File: src/cjr_pkg.sv
// Shared constants, operation codes and control structs for the journal ring.
// No dependencies.
`timescale 1ns / 1ps

package cjr_pkg;

  localparam int DEPTH  = 32;
  localparam int IDX_W  = $clog2(DEPTH);
  localparam int CNT_W  = IDX_W + 1;
  localparam int DATA_W = 32;
  localparam int CUR_W  = 32;
  localparam int CAP_W  = 6;
  localparam int KIND_W = 2;
  localparam int CFG_DW = 32;
  localparam int CFG_AW = 2;

  localparam logic [KIND_W-1:0] KIND_APPEND = 2'd0;
  localparam logic [KIND_W-1:0] KIND_READ   = 2'd1;
  localparam logic [KIND_W-1:0] KIND_CLEAR  = 2'd2;

  localparam logic [CFG_AW-1:0] REG_CAPACITY = 2'd0;

  localparam logic [CAP_W-1:0] CAP_RESET = CAP_W'(DEPTH);

  typedef struct packed {
    logic take;
    logic prep;
    logic commit;
    logic stat;
    logic cmp;
    logic size;
    logic count;
    logic first;
    logic emit;
    logic one;
  } cmd_t;

  typedef struct packed {
    logic [KIND_W-1:0] kind;
    logic              n_zero;
    logic              out_free;
    logic              final_entry;
  } sts_t;

endpackage

File: src/cjr_ctrl.sv
// Sequencer for the journal ring: steps each item through its phases.
// Depends on cjr_pkg; drives cjr_datapath through cmd_t.
`timescale 1ns / 1ps

module cjr_ctrl (
  input  logic          clk,
  input  logic          rst_n,
  input  logic          in_valid,
  output logic          in_stall,
  input  cjr_pkg::sts_t sts,
  output cjr_pkg::cmd_t cmd
);
  import cjr_pkg::*;

  typedef enum logic [9:0] {
    S_IDLE   = 10'b0000000001,
    S_PREP   = 10'b0000000010,
    S_COMMIT = 10'b0000000100,
    S_STAT   = 10'b0000001000,
    S_CMP    = 10'b0000010000,
    S_SIZE   = 10'b0000100000,
    S_COUNT  = 10'b0001000000,
    S_READ   = 10'b0010000000,
    S_EMIT   = 10'b0100000000,
    S_ONE    = 10'b1000000000
  } state_t;

  state_t state_r, state_nxt;

  always_comb begin
    state_nxt = state_r;
    unique case (state_r)
      S_IDLE:   if (in_valid) state_nxt = S_PREP;
      S_PREP:   state_nxt = (sts.kind == KIND_APPEND) ? S_COMMIT : S_STAT;
      S_COMMIT: state_nxt = S_STAT;
      S_STAT:   state_nxt = (sts.kind == KIND_READ) ? S_CMP : S_ONE;
      S_CMP:    state_nxt = S_SIZE;
      S_SIZE:   state_nxt = S_COUNT;
      S_COUNT:  state_nxt = sts.n_zero ? S_ONE : S_READ;
      S_READ:   state_nxt = S_EMIT;
      S_EMIT:   if (sts.out_free && sts.final_entry) state_nxt = S_IDLE;
      S_ONE:    if (sts.out_free) state_nxt = S_IDLE;
      default:  state_nxt = S_IDLE;
    endcase
  end

  always_ff @(posedge clk) begin
    if (!rst_n) begin
      state_r <= S_IDLE;
    end else begin
      state_r <= state_nxt;
    end
  end

  assign in_stall   = (state_r != S_IDLE);
  assign cmd.take   = (state_r == S_IDLE) && in_valid;
  assign cmd.prep   = (state_r == S_PREP);
  assign cmd.commit = (state_r == S_COMMIT);
  assign cmd.stat   = (state_r == S_STAT);
  assign cmd.cmp    = (state_r == S_CMP);
  assign cmd.size   = (state_r == S_SIZE);
  assign cmd.count  = (state_r == S_COUNT);
  assign cmd.first  = (state_r == S_READ);
  assign cmd.emit   = (state_r == S_EMIT);
  assign cmd.one    = (state_r == S_ONE);

endmodule

File: src/cjr_datapath.sv
// Journal ring datapath: entry memory, ring pointers, cursor arithmetic,
// capacity register and the result register. Depends on cjr_pkg.
`timescale 1ns / 1ps

module cjr_datapath (
  input  logic                         clk,
  input  logic                         rst_n,
  input  cjr_pkg::cmd_t                cmd,
  output cjr_pkg::sts_t                sts,
  input  logic [cjr_pkg::KIND_W-1:0]   in_kind,
  input  logic [cjr_pkg::DATA_W-1:0]   in_payload,
  input  logic [cjr_pkg::CUR_W-1:0]    in_after_cursor,
  input  logic [cjr_pkg::CAP_W-1:0]    in_read_limit,
  input  logic                         psel,
  input  logic                         penable,
  input  logic                         pwrite,
  input  logic [cjr_pkg::CFG_AW-1:0]   paddr,
  input  logic [cjr_pkg::CFG_DW-1:0]   pwdata,
  output logic [cjr_pkg::CFG_DW-1:0]   prdata,
  output logic                         out_valid,
  input  logic                         out_stall,
  output logic                         out_accepted,
  output logic                         out_has_entry,
  output logic [cjr_pkg::CUR_W-1:0]    out_entry_cursor,
  output logic [cjr_pkg::DATA_W-1:0]   out_entry_data,
  output logic [cjr_pkg::CUR_W-1:0]    out_oldest_cursor,
  output logic [cjr_pkg::CUR_W-1:0]    out_newest_cursor,
  output logic                         out_cursor_evicted,
  output logic [cjr_pkg::CUR_W-1:0]    out_resume_cursor,
  output logic                         out_last
);
  import cjr_pkg::*;

  logic [DATA_W-1:0] mem [DEPTH];
  logic [DATA_W-1:0] rd_data_r;

  logic [CAP_W-1:0]  cap_r;
  logic [IDX_W-1:0]  head_r;
  logic [CNT_W-1:0]  count_r;
  logic [CUR_W-1:0]  cursor_r;

  logic [KIND_W-1:0] kind_r;
  logic [DATA_W-1:0] payload_r;
  logic [CUR_W-1:0]  after_r;
  logic [CAP_W-1:0]  limit_r;

  logic              ok_r;
  logic [CNT_W-1:0]  drop_r;
  logic [CUR_W-1:0]  oldest_r;
  logic [CUR_W-1:0]  newest_r;
  logic [CUR_W:0]    after1_r;
  logic [CAP_W-1:0]  bound_r;
  logic [CUR_W-1:0]  start_r;
  logic              ev_r;
  logic              match_r;
  logic [CUR_W-1:0]  rem_r;
  logic [IDX_W-1:0]  skip_r;
  logic [CAP_W-1:0]  k_r;
  logic [IDX_W-1:0]  ptr_r;
  logic [CUR_W-1:0]  cur_r;
  logic [CUR_W-1:0]  resume_r;

  logic              out_valid_r;
  logic              acc_r, has_r, ev_o_r, last_r;
  logic [CUR_W-1:0]  ecur_r, old_o_r, new_o_r, res_o_r;
  logic [DATA_W-1:0] edata_r;

  logic [CAP_W-1:0]  cap_eff;
  logic [CAP_W-1:0]  n_val;
  logic              out_free;
  logic              load;
  logic              rd_en;
  logic              cfg_we;

  assign cap_eff  = (cap_r > CAP_W'(DEPTH)) ? CAP_W'(DEPTH) : cap_r;
  assign out_free = !out_valid_r || !out_stall;
  assign load     = (cmd.one || cmd.emit) && out_free;
  assign rd_en    = cmd.first || (cmd.emit && out_free && (k_r != CAP_W'(1)));
  assign cfg_we   = psel && penable && pwrite && (paddr == REG_CAPACITY);

  assign n_val = !match_r ? '0 :
                 (rem_r < CUR_W'(bound_r)) ? (rem_r[CAP_W-1:0] + CAP_W'(1)) : bound_r;

  assign sts.kind        = kind_r;
  assign sts.n_zero      = (n_val == '0);
  assign sts.out_free    = out_free;
  assign sts.final_entry = (k_r == CAP_W'(1));

  assign prdata = {{(CFG_DW-CAP_W){1'b0}}, cap_r};

  // entry memory
  always_ff @(posedge clk) begin
    if (cmd.commit && ok_r) begin
      mem[head_r + count_r[IDX_W-1:0]] <= payload_r;
    end
    if (rd_en) begin
      rd_data_r <= mem[ptr_r];
    end
  end

  // capacity register and ring state
  always_ff @(posedge clk) begin
    if (!rst_n) begin
      cap_r    <= CAP_RESET;
      head_r   <= '0;
      count_r  <= '0;
      cursor_r <= CUR_W'(1);
    end else begin
      if (cfg_we) begin
        cap_r <= pwdata[CAP_W-1:0];
      end
      if (cmd.prep && (kind_r == KIND_CLEAR)) begin
        head_r   <= '0;
        count_r  <= '0;
        cursor_r <= CUR_W'(1);
      end else if (cmd.commit && ok_r) begin
        head_r   <= head_r + drop_r[IDX_W-1:0];
        count_r  <= count_r - drop_r + CNT_W'(1);
        cursor_r <= cursor_r + CUR_W'(1);
      end
    end
  end

  // item and working registers
  always_ff @(posedge clk) begin
    if (cmd.take) begin
      kind_r    <= in_kind;
      payload_r <= in_payload;
      after_r   <= in_after_cursor;
      limit_r   <= in_read_limit;
    end
    if (cmd.prep) begin
      ok_r   <= (cap_eff != '0) && (cursor_r != '1);
      drop_r <= (count_r >= CNT_W'(cap_eff)) ?
                (count_r - CNT_W'(cap_eff) + CNT_W'(1)) : '0;
    end
    if (cmd.stat) begin
      oldest_r <= (count_r == '0) ? '0 : (cursor_r - CUR_W'(count_r));
      newest_r <= (count_r == '0) ? '0 : (cursor_r - CUR_W'(1));
      after1_r <= {1'b0, after_r} + (CUR_W+1)'(1);
      bound_r  <= (limit_r < cap_eff) ? limit_r : cap_eff;
    end
    if (cmd.cmp) begin
      start_r <= (after1_r > {1'b0, oldest_r}) ? after1_r[CUR_W-1:0] : oldest_r;
      ev_r    <= (count_r != '0) && (after_r != '0) && (after1_r < {1'b0, oldest_r});
      match_r <= (count_r != '0) && (after_r < newest_r);
    end
    if (cmd.size) begin
      rem_r  <= newest_r - start_r;
      skip_r <= start_r[IDX_W-1:0] - oldest_r[IDX_W-1:0];
    end
    if (cmd.count) begin
      k_r   <= n_val;
      ptr_r <= head_r + skip_r;
    end
    if (cmd.first) begin
      ptr_r    <= ptr_r + IDX_W'(1);
      cur_r    <= start_r;
      resume_r <= start_r + CUR_W'(k_r) - CUR_W'(1);
    end
    if (cmd.emit && out_free) begin
      ptr_r <= ptr_r + IDX_W'(1);
      cur_r <= cur_r + CUR_W'(1);
      k_r   <= k_r - CAP_W'(1);
    end
  end

  // result register
  always_ff @(posedge clk) begin
    if (!rst_n) begin
      out_valid_r <= 1'b0;
    end else if (load) begin
      out_valid_r <= 1'b1;
    end else if (!out_stall) begin
      out_valid_r <= 1'b0;
    end
  end

  always_ff @(posedge clk) begin
    if (load) begin
      old_o_r <= oldest_r;
      new_o_r <= newest_r;
      if (cmd.emit) begin
        acc_r   <= 1'b1;
        has_r   <= 1'b1;
        ecur_r  <= cur_r;
        edata_r <= rd_data_r;
        ev_o_r  <= ev_r;
        res_o_r <= resume_r;
        last_r  <= (k_r == CAP_W'(1));
      end else begin
        has_r   <= 1'b0;
        ecur_r  <= '0;
        edata_r <= '0;
        last_r  <= 1'b1;
        case (kind_r)
          KIND_APPEND: begin
            acc_r   <= ok_r;
            ev_o_r  <= 1'b0;
            res_o_r <= '0;
          end
          KIND_READ: begin
            acc_r   <= 1'b1;
            ev_o_r  <= ev_r;
            res_o_r <= after_r;
          end
          KIND_CLEAR: begin
            acc_r   <= 1'b1;
            ev_o_r  <= 1'b0;
            res_o_r <= '0;
          end
          default: begin
            acc_r   <= 1'b0;
            ev_o_r  <= 1'b0;
            res_o_r <= '0;
          end
        endcase
      end
    end
  end

  assign out_valid          = out_valid_r;
  assign out_accepted       = acc_r;
  assign out_has_entry      = has_r;
  assign out_entry_cursor   = ecur_r;
  assign out_entry_data     = edata_r;
  assign out_oldest_cursor  = old_o_r;
  assign out_newest_cursor  = new_o_r;
  assign out_cursor_evicted = ev_o_r;
  assign out_resume_cursor  = res_o_r;
  assign out_last           = last_r;

endmodule

File: src/cursor_journal_ring.sv
// Top level of the cursor journal ring: sequencer plus datapath.
// Depends on cjr_pkg, cjr_ctrl, cjr_datapath.
//
//   port group  | handshake              | moves
//   in_*        | in_valid / in_stall    | one item: kind, payload, cursor, limit
//   out_*       | out_valid / out_stall  | one result item per entry or per item
//   psel..      | APB setup + access     | capacity register at byte address 0
//
// Phases: append runs prep, commit, stat, result; clear and unused kind skip
// commit; read adds cmp, size, count, then n entries (one result when none)
// via the registered memory read port, one entry a cycle unless out_stall.
// Reset is synchronous; no memory clearing pass, entries are read only once
// written. A stalled result holds; a new item is taken while it waits.
`timescale 1ns / 1ps

module cursor_journal_ring (
  input  logic                         clk,
  input  logic                         rst_n,
  input  logic                         in_valid,
  output logic                         in_stall,
  input  logic [cjr_pkg::KIND_W-1:0]   in_kind,
  input  logic [cjr_pkg::DATA_W-1:0]   in_payload,
  input  logic [cjr_pkg::CUR_W-1:0]    in_after_cursor,
  input  logic [cjr_pkg::CAP_W-1:0]    in_read_limit,
  output logic                         out_valid,
  input  logic                         out_stall,
  output logic                         out_accepted,
  output logic                         out_has_entry,
  output logic [cjr_pkg::CUR_W-1:0]    out_entry_cursor,
  output logic [cjr_pkg::DATA_W-1:0]   out_entry_data,
  output logic [cjr_pkg::CUR_W-1:0]    out_oldest_cursor,
  output logic [cjr_pkg::CUR_W-1:0]    out_newest_cursor,
  output logic                         out_cursor_evicted,
  output logic [cjr_pkg::CUR_W-1:0]    out_resume_cursor,
  output logic                         out_last,
  input  logic                         psel,
  input  logic                         penable,
  input  logic                         pwrite,
  input  logic [cjr_pkg::CFG_AW-1:0]   paddr,
  input  logic [cjr_pkg::CFG_DW-1:0]   pwdata,
  output logic [cjr_pkg::CFG_DW-1:0]   prdata,
  output logic                         pready
);
  import cjr_pkg::*;

  cmd_t cmd;
  sts_t sts;

  assign pready = 1'b1;

  cjr_ctrl u_ctrl (
    .clk      (clk),
    .rst_n    (rst_n),
    .in_valid (in_valid),
    .in_stall (in_stall),
    .sts      (sts),
    .cmd      (cmd)
  );

  cjr_datapath u_dp (
    .clk                (clk),
    .rst_n              (rst_n),
    .cmd                (cmd),
    .sts                (sts),
    .in_kind            (in_kind),
    .in_payload         (in_payload),
    .in_after_cursor    (in_after_cursor),
    .in_read_limit      (in_read_limit),
    .psel               (psel),
    .penable            (penable),
    .pwrite             (pwrite),
    .paddr              (paddr),
    .pwdata             (pwdata),
    .prdata             (prdata),
    .out_valid          (out_valid),
    .out_stall          (out_stall),
    .out_accepted       (out_accepted),
    .out_has_entry      (out_has_entry),
    .out_entry_cursor   (out_entry_cursor),
    .out_entry_data     (out_entry_data),
    .out_oldest_cursor  (out_oldest_cursor),
    .out_newest_cursor  (out_newest_cursor),
    .out_cursor_evicted (out_cursor_evicted),
    .out_resume_cursor  (out_resume_cursor),
    .out_last           (out_last)
  );

endmodule

File: config.mk
export PLATFORM = sky130hd
export DESIGN_NAME = cursor_journal_ring
export DESIGN_NICKNAME = d
export VERILOG_FILES = /design/src/cjr_pkg.sv /design/src/cjr_ctrl.sv /design/src/cjr_datapath.sv /design/src/cursor_journal_ring.sv
export SDC_FILE = /design/constraint.sdc
export NUM_CORES = 2
export LEC_CHECK = 0
export BUFFER_PORTS_ARGS = -buffer_cell sky130_fd_sc_hd__buf_2
export CORE_MARGIN = 2
export CORE_UTILIZATION = 50
export DETAILED_ROUTE_END_ITERATION = 8
export HOLD_SLACK_MARGIN = 0.12
export MAX_ROUTING_LAYER = met4
export PLACE_DENSITY = 0.73
export SLEW_MARGIN = 20
export SYNTH_ARGS = -nofsm -noshare
export SYNTH_HDL_FRONTEND = slang
export SYNTH_HIERARCHICAL = 1
export SYNTH_SLANG_ARGS = --single-unit
File: constraint.sdc
create_clock -name clk -period 13.2 [get_ports clk]
set_input_delay 1.32 -clock clk [delete_from_list [all_inputs] [get_ports clk]]
set_output_delay 1.32 -clock clk [all_outputs]
set_load 0.02 [all_outputs]
==> results.yml <==
grt:
  grt-ovfl-total: 0
  antenna_found_initial: 4
  grt_max_degree: 133
  grt_pass1_wl_um: 247000
  grt_usage: 0.242
  first_global_vias: 39339
setup_path:
  crit_path_start_kind: "register"
  path_class: "reg2reg"
  cpMostUsedCell: "buf_4"
  cp_slowest_cell: "buf_4"
  critPathArrivalTime_ns: 4.75
  required_ns: 13.64
  cp_max_fo: 105
  cp_top_family: "buffers and inverters"
  path_buf_inv: 4
  worstPathCellList: "or4_4 > nand2b_4 > nor3b_2 > buf_4 > buf_4 > and2_1 > nor2_1 > inv_1 > buf_4"
  cp-end-kind: "register"
  critPathMaxStageDelay_ns: 0.76
sta:
  fin_skew_ns: 0.0788
  max_slew.worst_pin.slew_ns: 1.10
  final_hold_viol_count: 0
  fin_crit_ns: 4.30
  min_period_over_period: 0.326
  slew_violations: 0
  hold_ws_ns: 0.480
  fmax_ghz: 0.232
  tns_ns: 0
  rsz0062_at_grt: "no"
  relSlewSlack: 0.266
  setup_viol: 0
floorplanning:
  ios: 312
  die_h_um: 376
  std_cell_rows: 136
  fp.dieW_um: 376
  coreArea_mm2: 0.137
  die_area_mm2: 0.142
  start_util: 0.504
synthesis:
  synth_flop_cell: "edfxtp_1"
  synth_top_area_cell: "edfxtp_1"
  synthTopCellsByArea: "edfxtp_1, mux4_2, ha_1"
  yosysMostFrequentCell: "edfxtp_1"
  ys_seq_elements: 1608
  netlist-cell-type-count: 82
  async_reset_ff_frac: 0
  synth_edf_count: 1548
  ys_warn_count: 6
  synthTopCellsByCount: "edfxtp_1, nand2_1, o21ai_0, a21oi_1, nor2_1"
  ys_seq_area_frac: 0.688
  synthCells: 4576
  synth_top_area_frac: 0.671
  synthesis.area_mm2: 0.0693
  syn_avg_cell_area_um2: 15.1
job:
  cap_violations: 0
run_status:
  status: "completed"
clock_network:
  cts.reportedPaths.clkPinSlew_ns: 0.06
  clockRootBuffer: "clkbuf_16"
  ctsResizeCount: 0
  hold_buffers: 0
  clk_latency_ns: 0.82
  clockBufferDepth: 3
  cts_tree: "done"
  cts_sinks: 1608
  post-cts-setup-buffers: 0
  cts_inserted_buffers: 163
  cts-htree-levels: 4
layout:
  fin_util: 0.568
  drive_gt1_frac: 0.172
  area_delta_synth_final_pct: 12.7
  filler_cell_count: 10520
  multiInputGateArea_mm2: 0.0202
  final_cells: 6799
  final_nets: 5184
  seq_area_mm2: 0.0477
detailed_routing:
  via_count: 40170
  wl_per_cell_um: 24.6
  vias_per_cell: 5.91
  first_iter_violations: 4245
  drc: 0
  drt-total-wl_um: 167000
  first_pass_iters: 5
  ant_nets: 0
pwr:
  powerDensity_mw_per_mm2: 133
  peakVddDrop_v: 0.000123
  leakagePower_nw: 27.3
  fin_total_pwr_mw: 10.4
placed_design:
  hpwl_um: 99100
  globalplace.congestion: 0.952
  dp_cells: 6493
  io_buffer_count: 258
min_path:
  hold_class: "reg2reg"
==> registers in the layout, summed over array words and instances, names as in the netlist, 10 cells and up <==
register	cells
u_ctrl/state_r	10
u_dp/after1_r	33
u_dp/after_r	32
u_dp/cur_r	32
u_dp/cursor_r	32
u_dp/mem	1024
u_dp/newest_r	32
u_dp/oldest_r	32
u_dp/out_entry_cursor	32
u_dp/out_entry_data	32
u_dp/out_newest_cursor	32
u_dp/out_oldest_cursor	32
u_dp/out_resume_cursor	32
u_dp/payload_r	32
u_dp/rd_data_r	32
u_dp/rem_r	32
u_dp/resume_r	32
u_dp/start_r	32
==> worst paths after layout <==
path	start	to	slack [ns]	depth (start not counted)
worst min-delay path	u_dp/oldest_r[9]	u_dp/out_oldest_cursor[9]	0.48	0
worst min register to register	u_dp/oldest_r[9]	u_dp/out_oldest_cursor[9]	0.48	0
worst max-delay path	u_ctrl/state_r[1]	u_dp/cur_r[31]	8.90	9
worst max register to register	u_ctrl/state_r[1]	u_dp/cur_r[31]	8.90	9
==> worst register-to-register path, cell delays in order, from the launching register on <==
cell and delay, ns:
dfxtp_1 0.37, or4_4 0.56, nand2b_4 0.19, nor3b_2 0.20, buf_4 0.41, buf_4 0.77
and2_1 0.49, nor2_1 0.28, inv_1 0.26, buf_4 0.42
==> final cells by class <==
type	count	share of cell area
inverter	188	0.00904
antenna	1	0.0000320
timing repair buffer	320	0.0231
tap	1794	0.0287
clock inverter	108	0.0148
multi-input combinational	2583	0.259
clock buffer	197	0.0543
sequential	1608	0.611
==> cell usage in the layout, fill, tap and decap left out, drive strengths merged, types with 78 or more instances in the layout <==
| cell | n |
|---|---|
| a21oi | 210 |
| mux2i | 202 |
| o221ai | 97 |
| clkinv | 81 |
| mux2 | 99 |
| o21ai | 230 |
| edfxtp | 1548 |
| ha | 196 |
| inv | 194 |
| nor2 | 207 |
| xor2 | 105 |
| clkbuf | 197 |
| xnor2 | 126 |
| and2 | 78 |
| buf | 320 |
| nand2 | 365 |
| mux4 | 128 |
==> metrics by stage <==
step | instance area (um^2) | worst slack [ns]
final | 78100 | 8.90
after CTS | 78100 | 8.80
after detailed placement | 72700 | 8.80
after floorplan | 69400 | 2.69
after global placement | 72700 | 8.86
after global routing | 78100 | 8.57
==> layer usage <==
metal  share of wire  up-vias  wire length [um]  GRT usage
met5               0        -                 0          -
met4           0.037        0              6100     0.0892
met3           0.079      332             13200     0.0372
met2            0.48     1750             79800      0.381
met1            0.41    20119             67900      0.321
li1                -    17969                 -          -
==> cells by family after synthesis <==
kind of cell / share of synthesized area
simple gates: 0.0670
compound gates: 0.0646
buf+inv: 0.0254
fa+ha+maj: 0.0386
flops: 0.688
xor+xnor: 0.0292
mux: 0.0869
other cells: 0.000108
==> where the power goes <==
group | switching [mW] | internal (mW) | leakage (nW)
clock network | 2.01 | 2.58 | 2.61
logic | 0.0685 | 0.0386 | 10.5
registers | 0.0948 | 5.63 | 14.2
total | 2.17 | 8.25 | 27.3
Power figures use the tool's default switching activity.
